$ cat src/rtl/ach_pkg.sv
// Shared constants and types for the Achilles number test block.
`default_nettype none

package ach_pkg;

    // Default width of the value under test
    localparam int VALUE_WIDTH_DEF = 31;

    // First odd trial divisor and the divisor step
    localparam int FIRST_ODD_DIV = 3;
    localparam int DIV_STEP      = 2;

    typedef enum logic [2:0] {
        ST_IDLE,
        ST_EVEN,
        ST_DSTART,
        ST_DWAIT,
        ST_GCD,
        ST_FINISH
    } ach_state_t;

endpackage

`default_nettype wire

$ cat src/rtl/ach_div.sv
// Bit-serial restoring divider: one quotient bit per clock.
`default_nettype none

module ach_div #(
    parameter int VALUE_WIDTH = ach_pkg::VALUE_WIDTH_DEF
) (
    input  wire logic                   clk,
    input  wire logic                   rst_n,
    input  wire logic                   start,
    input  wire logic [VALUE_WIDTH-1:0] dividend,
    input  wire logic [VALUE_WIDTH-1:0] divisor,
    output logic                        done,
    output logic [VALUE_WIDTH-1:0]      quotient,
    output logic [VALUE_WIDTH-1:0]      remainder
);

    localparam int CW = $clog2(VALUE_WIDTH + 1);

    logic                   busy_reg, busy_next;
    logic                   done_reg, done_next;
    logic [CW-1:0]          cnt_reg, cnt_next;
    logic [VALUE_WIDTH-1:0] quo_reg, quo_next;
    logic [VALUE_WIDTH-1:0] rem_reg, rem_next;

    logic [VALUE_WIDTH:0]   shifted;
    logic [VALUE_WIDTH:0]   diff;
    logic                   ge;

    // divisor must stay put while busy; partial remainder < 2*divisor
    assign shifted = {rem_reg, quo_reg[VALUE_WIDTH-1]};
    assign ge      = (shifted >= {1'b0, divisor});
    assign diff    = shifted - {1'b0, divisor};

    always_comb
    begin
        busy_next = busy_reg;
        done_next = 1'b0;
        cnt_next  = cnt_reg;
        quo_next  = quo_reg;
        rem_next  = rem_reg;
        if (start)
        begin
            busy_next = 1'b1;
            cnt_next  = CW'(VALUE_WIDTH);
            quo_next  = dividend;
            rem_next  = '0;
        end
        else if (busy_reg)
        begin
            quo_next = {quo_reg[VALUE_WIDTH-2:0], ge};
            rem_next = ge ? diff[VALUE_WIDTH-1:0] : shifted[VALUE_WIDTH-1:0];
            cnt_next = cnt_reg - CW'(1);
            if (cnt_reg == CW'(1))
            begin
                busy_next = 1'b0;
                done_next = 1'b1;
            end
        end
    end

    always_ff @(posedge clk or negedge rst_n)
    begin
        if (!rst_n)
        begin
            busy_reg <= 1'b0;
            done_reg <= 1'b0;
            cnt_reg  <= '0;
        end
        else
        begin
            busy_reg <= busy_next;
            done_reg <= done_next;
            cnt_reg  <= cnt_next;
        end
    end

    always_ff @(posedge clk)
    begin
        quo_reg <= quo_next;
        rem_reg <= rem_next;
    end

    assign done      = done_reg;
    assign quotient  = quo_reg;
    assign remainder = rem_reg;

endmodule

`default_nettype wire

$ cat src/rtl/achilles_number_test_top.sv
// Top level of the Achilles number test: control sequencer around a serial divider.
`default_nettype none

// Classifies one unsigned value per transaction as Achilles (powerful, not a
// perfect power) or not. The value is factored by trial division: factors of
// two are stripped one bit per clock, then odd divisors 3, 5, 7, ... are tried
// while divisor <= cofactor / divisor. Every trial is one pass of the
// bit-serial divider, and the same pass yields both the loop bound (quotient)
// and divisibility (remainder). A prime seen exactly once ends the test early
// with 0. Exponent gcd is kept by a subtractive loop on exponent-width values
// for each distinct prime. The time to a result is data dependent: zero and
// one go straight to the result, a single factor of two ends the test while
// factors of two are stripped, small values need only a short search, and the
// slowest cases are a large prime or a value with a large prime factor, whose
// odd-divisor search runs up to about sqrt(value). One transaction is
// processed at a time; in_ready is high when the sequencer is idle, and the
// result sits in an output register so a new value can be taken while the
// previous answer waits on out_ready.
module achilles_number_test_top #(
    parameter int VALUE_WIDTH = ach_pkg::VALUE_WIDTH_DEF
) (
    input  wire logic                   clk,
    input  wire logic                   rst_n,
    input  wire logic                   in_valid,
    output logic                        in_ready,
    input  wire logic [VALUE_WIDTH-1:0] value,
    output logic                        out_valid,
    input  wire logic                   out_ready,
    output logic                        is_achilles
);

    // exponent of any prime is below VALUE_WIDTH
    localparam int EW = $clog2(VALUE_WIDTH + 1);

    ach_pkg::ach_state_t state_reg, state_next;

    logic [VALUE_WIDTH-1:0] n_reg, n_next;     // remaining cofactor
    logic [VALUE_WIDTH-1:0] d_reg, d_next;     // current trial divisor
    logic [EW-1:0]          e_reg, e_next;     // exponent of current prime
    logic [EW-1:0]          g_reg, g_next;     // running gcd of exponents
    logic                   res_reg, res_next; // pending answer
    logic                   ov_reg, ov_next;   // output valid
    logic                   oa_reg, oa_next;   // output payload

    logic                   div_start;
    logic                   div_done;
    logic [VALUE_WIDTH-1:0] div_quo;
    logic [VALUE_WIDTH-1:0] div_rem;

    ach_div #(
        .VALUE_WIDTH (VALUE_WIDTH)
    ) u_div (
        .clk       (clk),
        .rst_n     (rst_n),
        .start     (div_start),
        .dividend  (n_reg),
        .divisor   (d_reg),
        .done      (div_done),
        .quotient  (div_quo),
        .remainder (div_rem)
    );

    always_comb
    begin
        state_next = state_reg;
        n_next     = n_reg;
        d_next     = d_reg;
        e_next     = e_reg;
        g_next     = g_reg;
        res_next   = res_reg;
        ov_next    = ov_reg;
        oa_next    = oa_reg;
        div_start  = 1'b0;

        // downstream takes the pending transaction
        if (ov_reg && out_ready)
        begin
            ov_next = 1'b0;
        end

        case (state_reg)
            ach_pkg::ST_IDLE:
            begin
                if (in_valid)
                begin
                    n_next = value;
                    e_next = '0;
                    g_next = '0;
                    if (value[VALUE_WIDTH-1:1] == '0)
                    begin
                        // zero and one are never Achilles
                        res_next   = 1'b0;
                        state_next = ach_pkg::ST_FINISH;
                    end
                    else
                    begin
                        state_next = ach_pkg::ST_EVEN;
                    end
                end
            end

            ach_pkg::ST_EVEN:
            begin
                if (!n_reg[0])
                begin
                    n_next = {1'b0, n_reg[VALUE_WIDTH-1:1]};
                    e_next = e_reg + EW'(1);
                end
                else if (e_reg == EW'(1))
                begin
                    res_next   = 1'b0;
                    state_next = ach_pkg::ST_FINISH;
                end
                else
                begin
                    // gcd(0, e) = e, and stays 0 when there is no factor two
                    g_next     = e_reg;
                    e_next     = '0;
                    d_next     = VALUE_WIDTH'(ach_pkg::FIRST_ODD_DIV);
                    state_next = ach_pkg::ST_DSTART;
                end
            end

            ach_pkg::ST_DSTART:
            begin
                div_start  = 1'b1;
                state_next = ach_pkg::ST_DWAIT;
            end

            ach_pkg::ST_DWAIT:
            begin
                if (div_done)
                begin
                    if (e_reg != '0)
                    begin
                        // inside the run of one prime: keep dividing while exact
                        if (div_rem == '0)
                        begin
                            n_next     = div_quo;
                            e_next     = e_reg + EW'(1);
                            state_next = ach_pkg::ST_DSTART;
                        end
                        else if (e_reg == EW'(1))
                        begin
                            res_next   = 1'b0;
                            state_next = ach_pkg::ST_FINISH;
                        end
                        else
                        begin
                            state_next = ach_pkg::ST_GCD;
                        end
                    end
                    else if (d_reg > div_quo)
                    begin
                        // search bound passed: leftover cofactor above one is
                        // a single prime
                        res_next   = (n_reg == VALUE_WIDTH'(1)) && (g_reg == EW'(1));
                        state_next = ach_pkg::ST_FINISH;
                    end
                    else if (div_rem == '0)
                    begin
                        n_next     = div_quo;
                        e_next     = EW'(1);
                        state_next = ach_pkg::ST_DSTART;
                    end
                    else
                    begin
                        d_next     = d_reg + VALUE_WIDTH'(ach_pkg::DIV_STEP);
                        state_next = ach_pkg::ST_DSTART;
                    end
                end
            end

            ach_pkg::ST_GCD:
            begin
                // subtractive gcd; e_reg is consumed and ends at zero
                if ((g_reg == '0) || (g_reg == e_reg))
                begin
                    g_next     = e_reg;
                    e_next     = '0;
                    d_next     = d_reg + VALUE_WIDTH'(ach_pkg::DIV_STEP);
                    state_next = ach_pkg::ST_DSTART;
                end
                else if (g_reg > e_reg)
                begin
                    g_next = g_reg - e_reg;
                end
                else
                begin
                    e_next = e_reg - g_reg;
                end
            end

            ach_pkg::ST_FINISH:
            begin
                if (!ov_reg || out_ready)
                begin
                    ov_next    = 1'b1;
                    oa_next    = res_reg;
                    state_next = ach_pkg::ST_IDLE;
                end
            end

            default:
            begin
                state_next = ach_pkg::ST_IDLE;
            end
        endcase
    end

    always_ff @(posedge clk or negedge rst_n)
    begin
        if (!rst_n)
        begin
            state_reg <= ach_pkg::ST_IDLE;
            ov_reg    <= 1'b0;
        end
        else
        begin
            state_reg <= state_next;
            ov_reg    <= ov_next;
        end
    end

    always_ff @(posedge clk)
    begin
        n_reg   <= n_next;
        d_reg   <= d_next;
        e_reg   <= e_next;
        g_reg   <= g_next;
        res_reg <= res_next;
        oa_reg  <= oa_next;
    end

    assign in_ready    = (state_reg == ach_pkg::ST_IDLE);
    assign out_valid   = ov_reg;
    assign is_achilles = oa_reg;

endmodule

`default_nettype wire

$ cat config.mk
export PLATFORM = sky130hd
export DESIGN_NAME = achilles_number_test_top
export DESIGN_NICKNAME = d
export VERILOG_FILES = /design/src/rtl/ach_pkg.sv /design/src/rtl/ach_div.sv /design/src/rtl/achilles_number_test_top.sv
export SDC_FILE = /design/constraint.sdc
export NUM_CORES = 1
export LEC_CHECK = 0
export BUFFER_PORTS_ARGS = -buffer_cell sky130_fd_sc_hd__buf_2
export CORE_UTILIZATION = 57
export DETAILED_ROUTE_END_ITERATION = 8
export PLACE_DENSITY = 0.77
export SLEW_MARGIN = 0
export SYNTH_ARGS = -nofsm -noshare
export SYNTH_HDL_FRONTEND = slang
export SYNTH_SLANG_ARGS = --single-unit
$ cat constraint.sdc
create_clock -name clk -period 4.8 [get_ports clk]
set_clock_uncertainty 0.2 [all_clocks]
set_input_delay 0.96 -clock clk [delete_from_list [all_inputs] [get_ports clk]]
set_output_delay 0.96 -clock clk [all_outputs]
set_load 0.005 [all_outputs]
==> reports/results.txt <==
Core area -> 17200 um2
First-pass DRT Iterations -> 7
CTS tree -> done
Fraction of registers with async set/reset -> 7.53%
Clock Path Buffers -> 2
Die height -> 134 um
P&R area growth vs syn -> 9.88%
Max-slew headroom -> 26.6%
Status -> finished with violations
Vias -> 8542
Post-synth EDFFs -> 104
CTS-repair resized insts -> 0
CTS Buf Count -> 17
Layout Nets -> 1254
Crit path max-delay family -> compound AO/OA/AOI/OAI gates
Crit path top cell by count -> a21o_1
Minimum clock period -> 3.78 ns
Yosys reg bits -> 146
Bufs and invs on worst path -> 1
Violated checks -> design-rule violations
DRC violation count after routing -> 1
Ratio of cells with drive above 1 in the final layout -> 8.76%
Distinct cells, synth -> 68
Port Buffers -> 37
Setup WS post-layout -> 1.02 ns
Most frequent cells in the layout -> nor2_1 (132), nand2_1 (127), edfxtp_1 (104)
Gr ovfl total -> 0
Clock latency on the worst-skew pair -> 0.44 ns
Number of antenna diodes -> 0
DP Wirelength -> 18200 um
RR Startpoint -> d_reg[17]$_SDFFCE_PN0P_
Final core utilization -> 63.8%
# IOs -> 38
Routed WL per cell -> 18.4 um
YS warnings -> 0
Routed Antenna Nets -> 0
CP arrival -> 3.87 ns
Synthesized cell area -> 10000 um2
Global Route Usage Sum -> 28.8%
Die X -> 134 um
Slowest stage delay, CP -> 0.87 ns
Net count after synthesis -> 1243
Final setup fails -> 0
CP Max Fanout -> 22
Die ar. -> 18100 um2
Routed WL -> 25300 um
Root Driver -> clkbuf_16
Number of global-route vias before repair -> 7968
H-tree depth -> 4
Reg clk slew, reported paths -> 0.06 ns
Post-synthesis sequential area ratio -> 40.2%
RSZ-0062 raised after global routing -> false
Clock Sinks -> 146
Critical path class -> reg2reg
Worst-margin pin slew -> 1.10 ns
Crit path from -> d_reg[17]$_SDFFCE_PN0P_
Endpoint class of the critical path -> flip-flop
Tcrit/Tclk final -> 78.8%
First-pass GRT wire length -> 40600 um
Sum Neg Setup Slack -> 0 ns
Final hold vios -> 0
Avg Cell Area, Syn -> 8.86 um2
Slowest cell on the critical path -> a41oi_2
Dpl ws -> 1.11 ns
Post-DR vias/cell -> 6.20
Hold/Removal Path Class -> in2async
CTS Hold Buffers Added -> 0
Cell Rows -> 48
Post-Synthesis Cells -> 1129
Fmax achieved -> 265 MHz
Primary FF master, synth -> edfxtp_1
Fin. max-slew vios -> 0
Largest net degree at the start of global routing -> 73
CP Launch Type -> flip-flop
Crit-path cells -> inv_1 > ha_1 > a21o_1 > a21o_1 > a21oi_2 > o21bai_1 > a221oi_2 > o21ai_2 > a41oi_2 > a2111oi_0 > a221oi_1 > a21oi_1
Initial antenna violation count -> 0
Max_cap viols -> 0
Initial Util -> 58.0%
Drt initial violations -> 931
Most common cell after layout, fill and taps aside -> nor2_1
RD Place Congestion -> 0.955
Setup bufs post-CTS -> 0
Crit path required time -> 4.89 ns
-- synthesized netlist by cell type (all sizes together), types with 6 or more instances --
cell / n / area share, %
nor3: 25 / 1.3
a21oi: 62 / 3.2
buf: 11 / 0.89
o211ai: 6 / 0.45
o21bai: 6 / 0.45
xnor2: 48 / 4.2
a21o: 45 / 3.4
a221oi: 32 / 2.9
ha: 76 / 9.5
a311oi: 10 / 1.2
edfxtp: 104 / 31
clkbuf: 45 / 1.7
nor2: 133 / 5.0
inv: 89 / 3.3
or3: 6 / 0.38
nand2: 127 / 4.8
and3: 7 / 0.45
dfrtp: 11 / 2.8
nand4: 18 / 1.1
nor4: 26 / 1.6
dfxtp: 31 / 6.2
nand3: 26 / 1.3
o21ai: 81 / 4.1
a31oi: 14 / 0.88
xor2: 14 / 1.2
o21a: 7 / 0.53
-- layout make-up --
| type | instances | area [um2] |
|---|---|---|
| clock buffers | 17 | 425 |
| clock inverters | 15 | 255 |
| fillers | 1401 | 6250 |
| inverters | 89 | 334 |
| multi-input cells | 838 | 5410 |
| flip-flops and latches | 146 | 4020 |
| well taps | 225 | 282 |
| repair buffers | 48 | 268 |
-- worst paths after layout --
kind	end	slack [ns]	cells past startpoint
worst max-delay path	u_div.remainder[24]$_SDFFE_PP0P_	1.02	12
worst min-delay path	state_reg[0]$_DFFE_PN0P_	0.18	1
worst max register to register	u_div.remainder[24]$_SDFFE_PP0P_	1.02	12
worst min register to register	is_achilles$_DFFE_PP_	0.30	0
max in group asynchronous	u_div.busy_reg$_DFF_PN0_	4.00	1
min in group clk	is_achilles$_DFFE_PP_	0.30	0
-- kinds of logic after synthesis --
family          Yosys count  share of synthesized area, %
buf+inv                 145                          5.92
flops                   146                          40.2
mux                       5                         0.500
compound gates          302                          20.4
xor+xnor                 62                          5.43
simple gates            390                          17.5
fa+ha+maj                79                          10.1
-- stage by stage --
step,cells,hold slack [ns],area [um2]
after floorplan,1129,0.226,10000
after global placement,1346,0.267,10300
after detailed placement,1346,0.273,10300
after CTS,1378,0.182,11000
after global routing,1378,0.189,11000
final,1378,0.176,11000
-- layer usage --
layer / vias up / track usage [%] / wire length (um)
met1: 4006 / 38.6 / 11000
met2: 377 / 47.4 / 12000
met3: 41 / 4.24 / 1700
met5: - / 0 / 0
li1: 4118 / - / -
met4: 0 / 10.5 / 569
-- worst register-to-register path: stages, from the launching register on --
cell       delay (ns)
edfxtp_1         0.42
inv_1            0.15
ha_1             0.30
a21o_1           0.20
a21o_1           0.18
a21oi_2          0.17
o21bai_1         0.10
a221oi_2         0.34
o21ai_2          0.11
a41oi_2          0.87
a2111oi_0        0.20
a221oi_1         0.29
a21oi_1          0.11
Power is left out: the tool's default activity adds up to more than one toggle a clock period on the data nets, which glitch-free logic cannot reach.
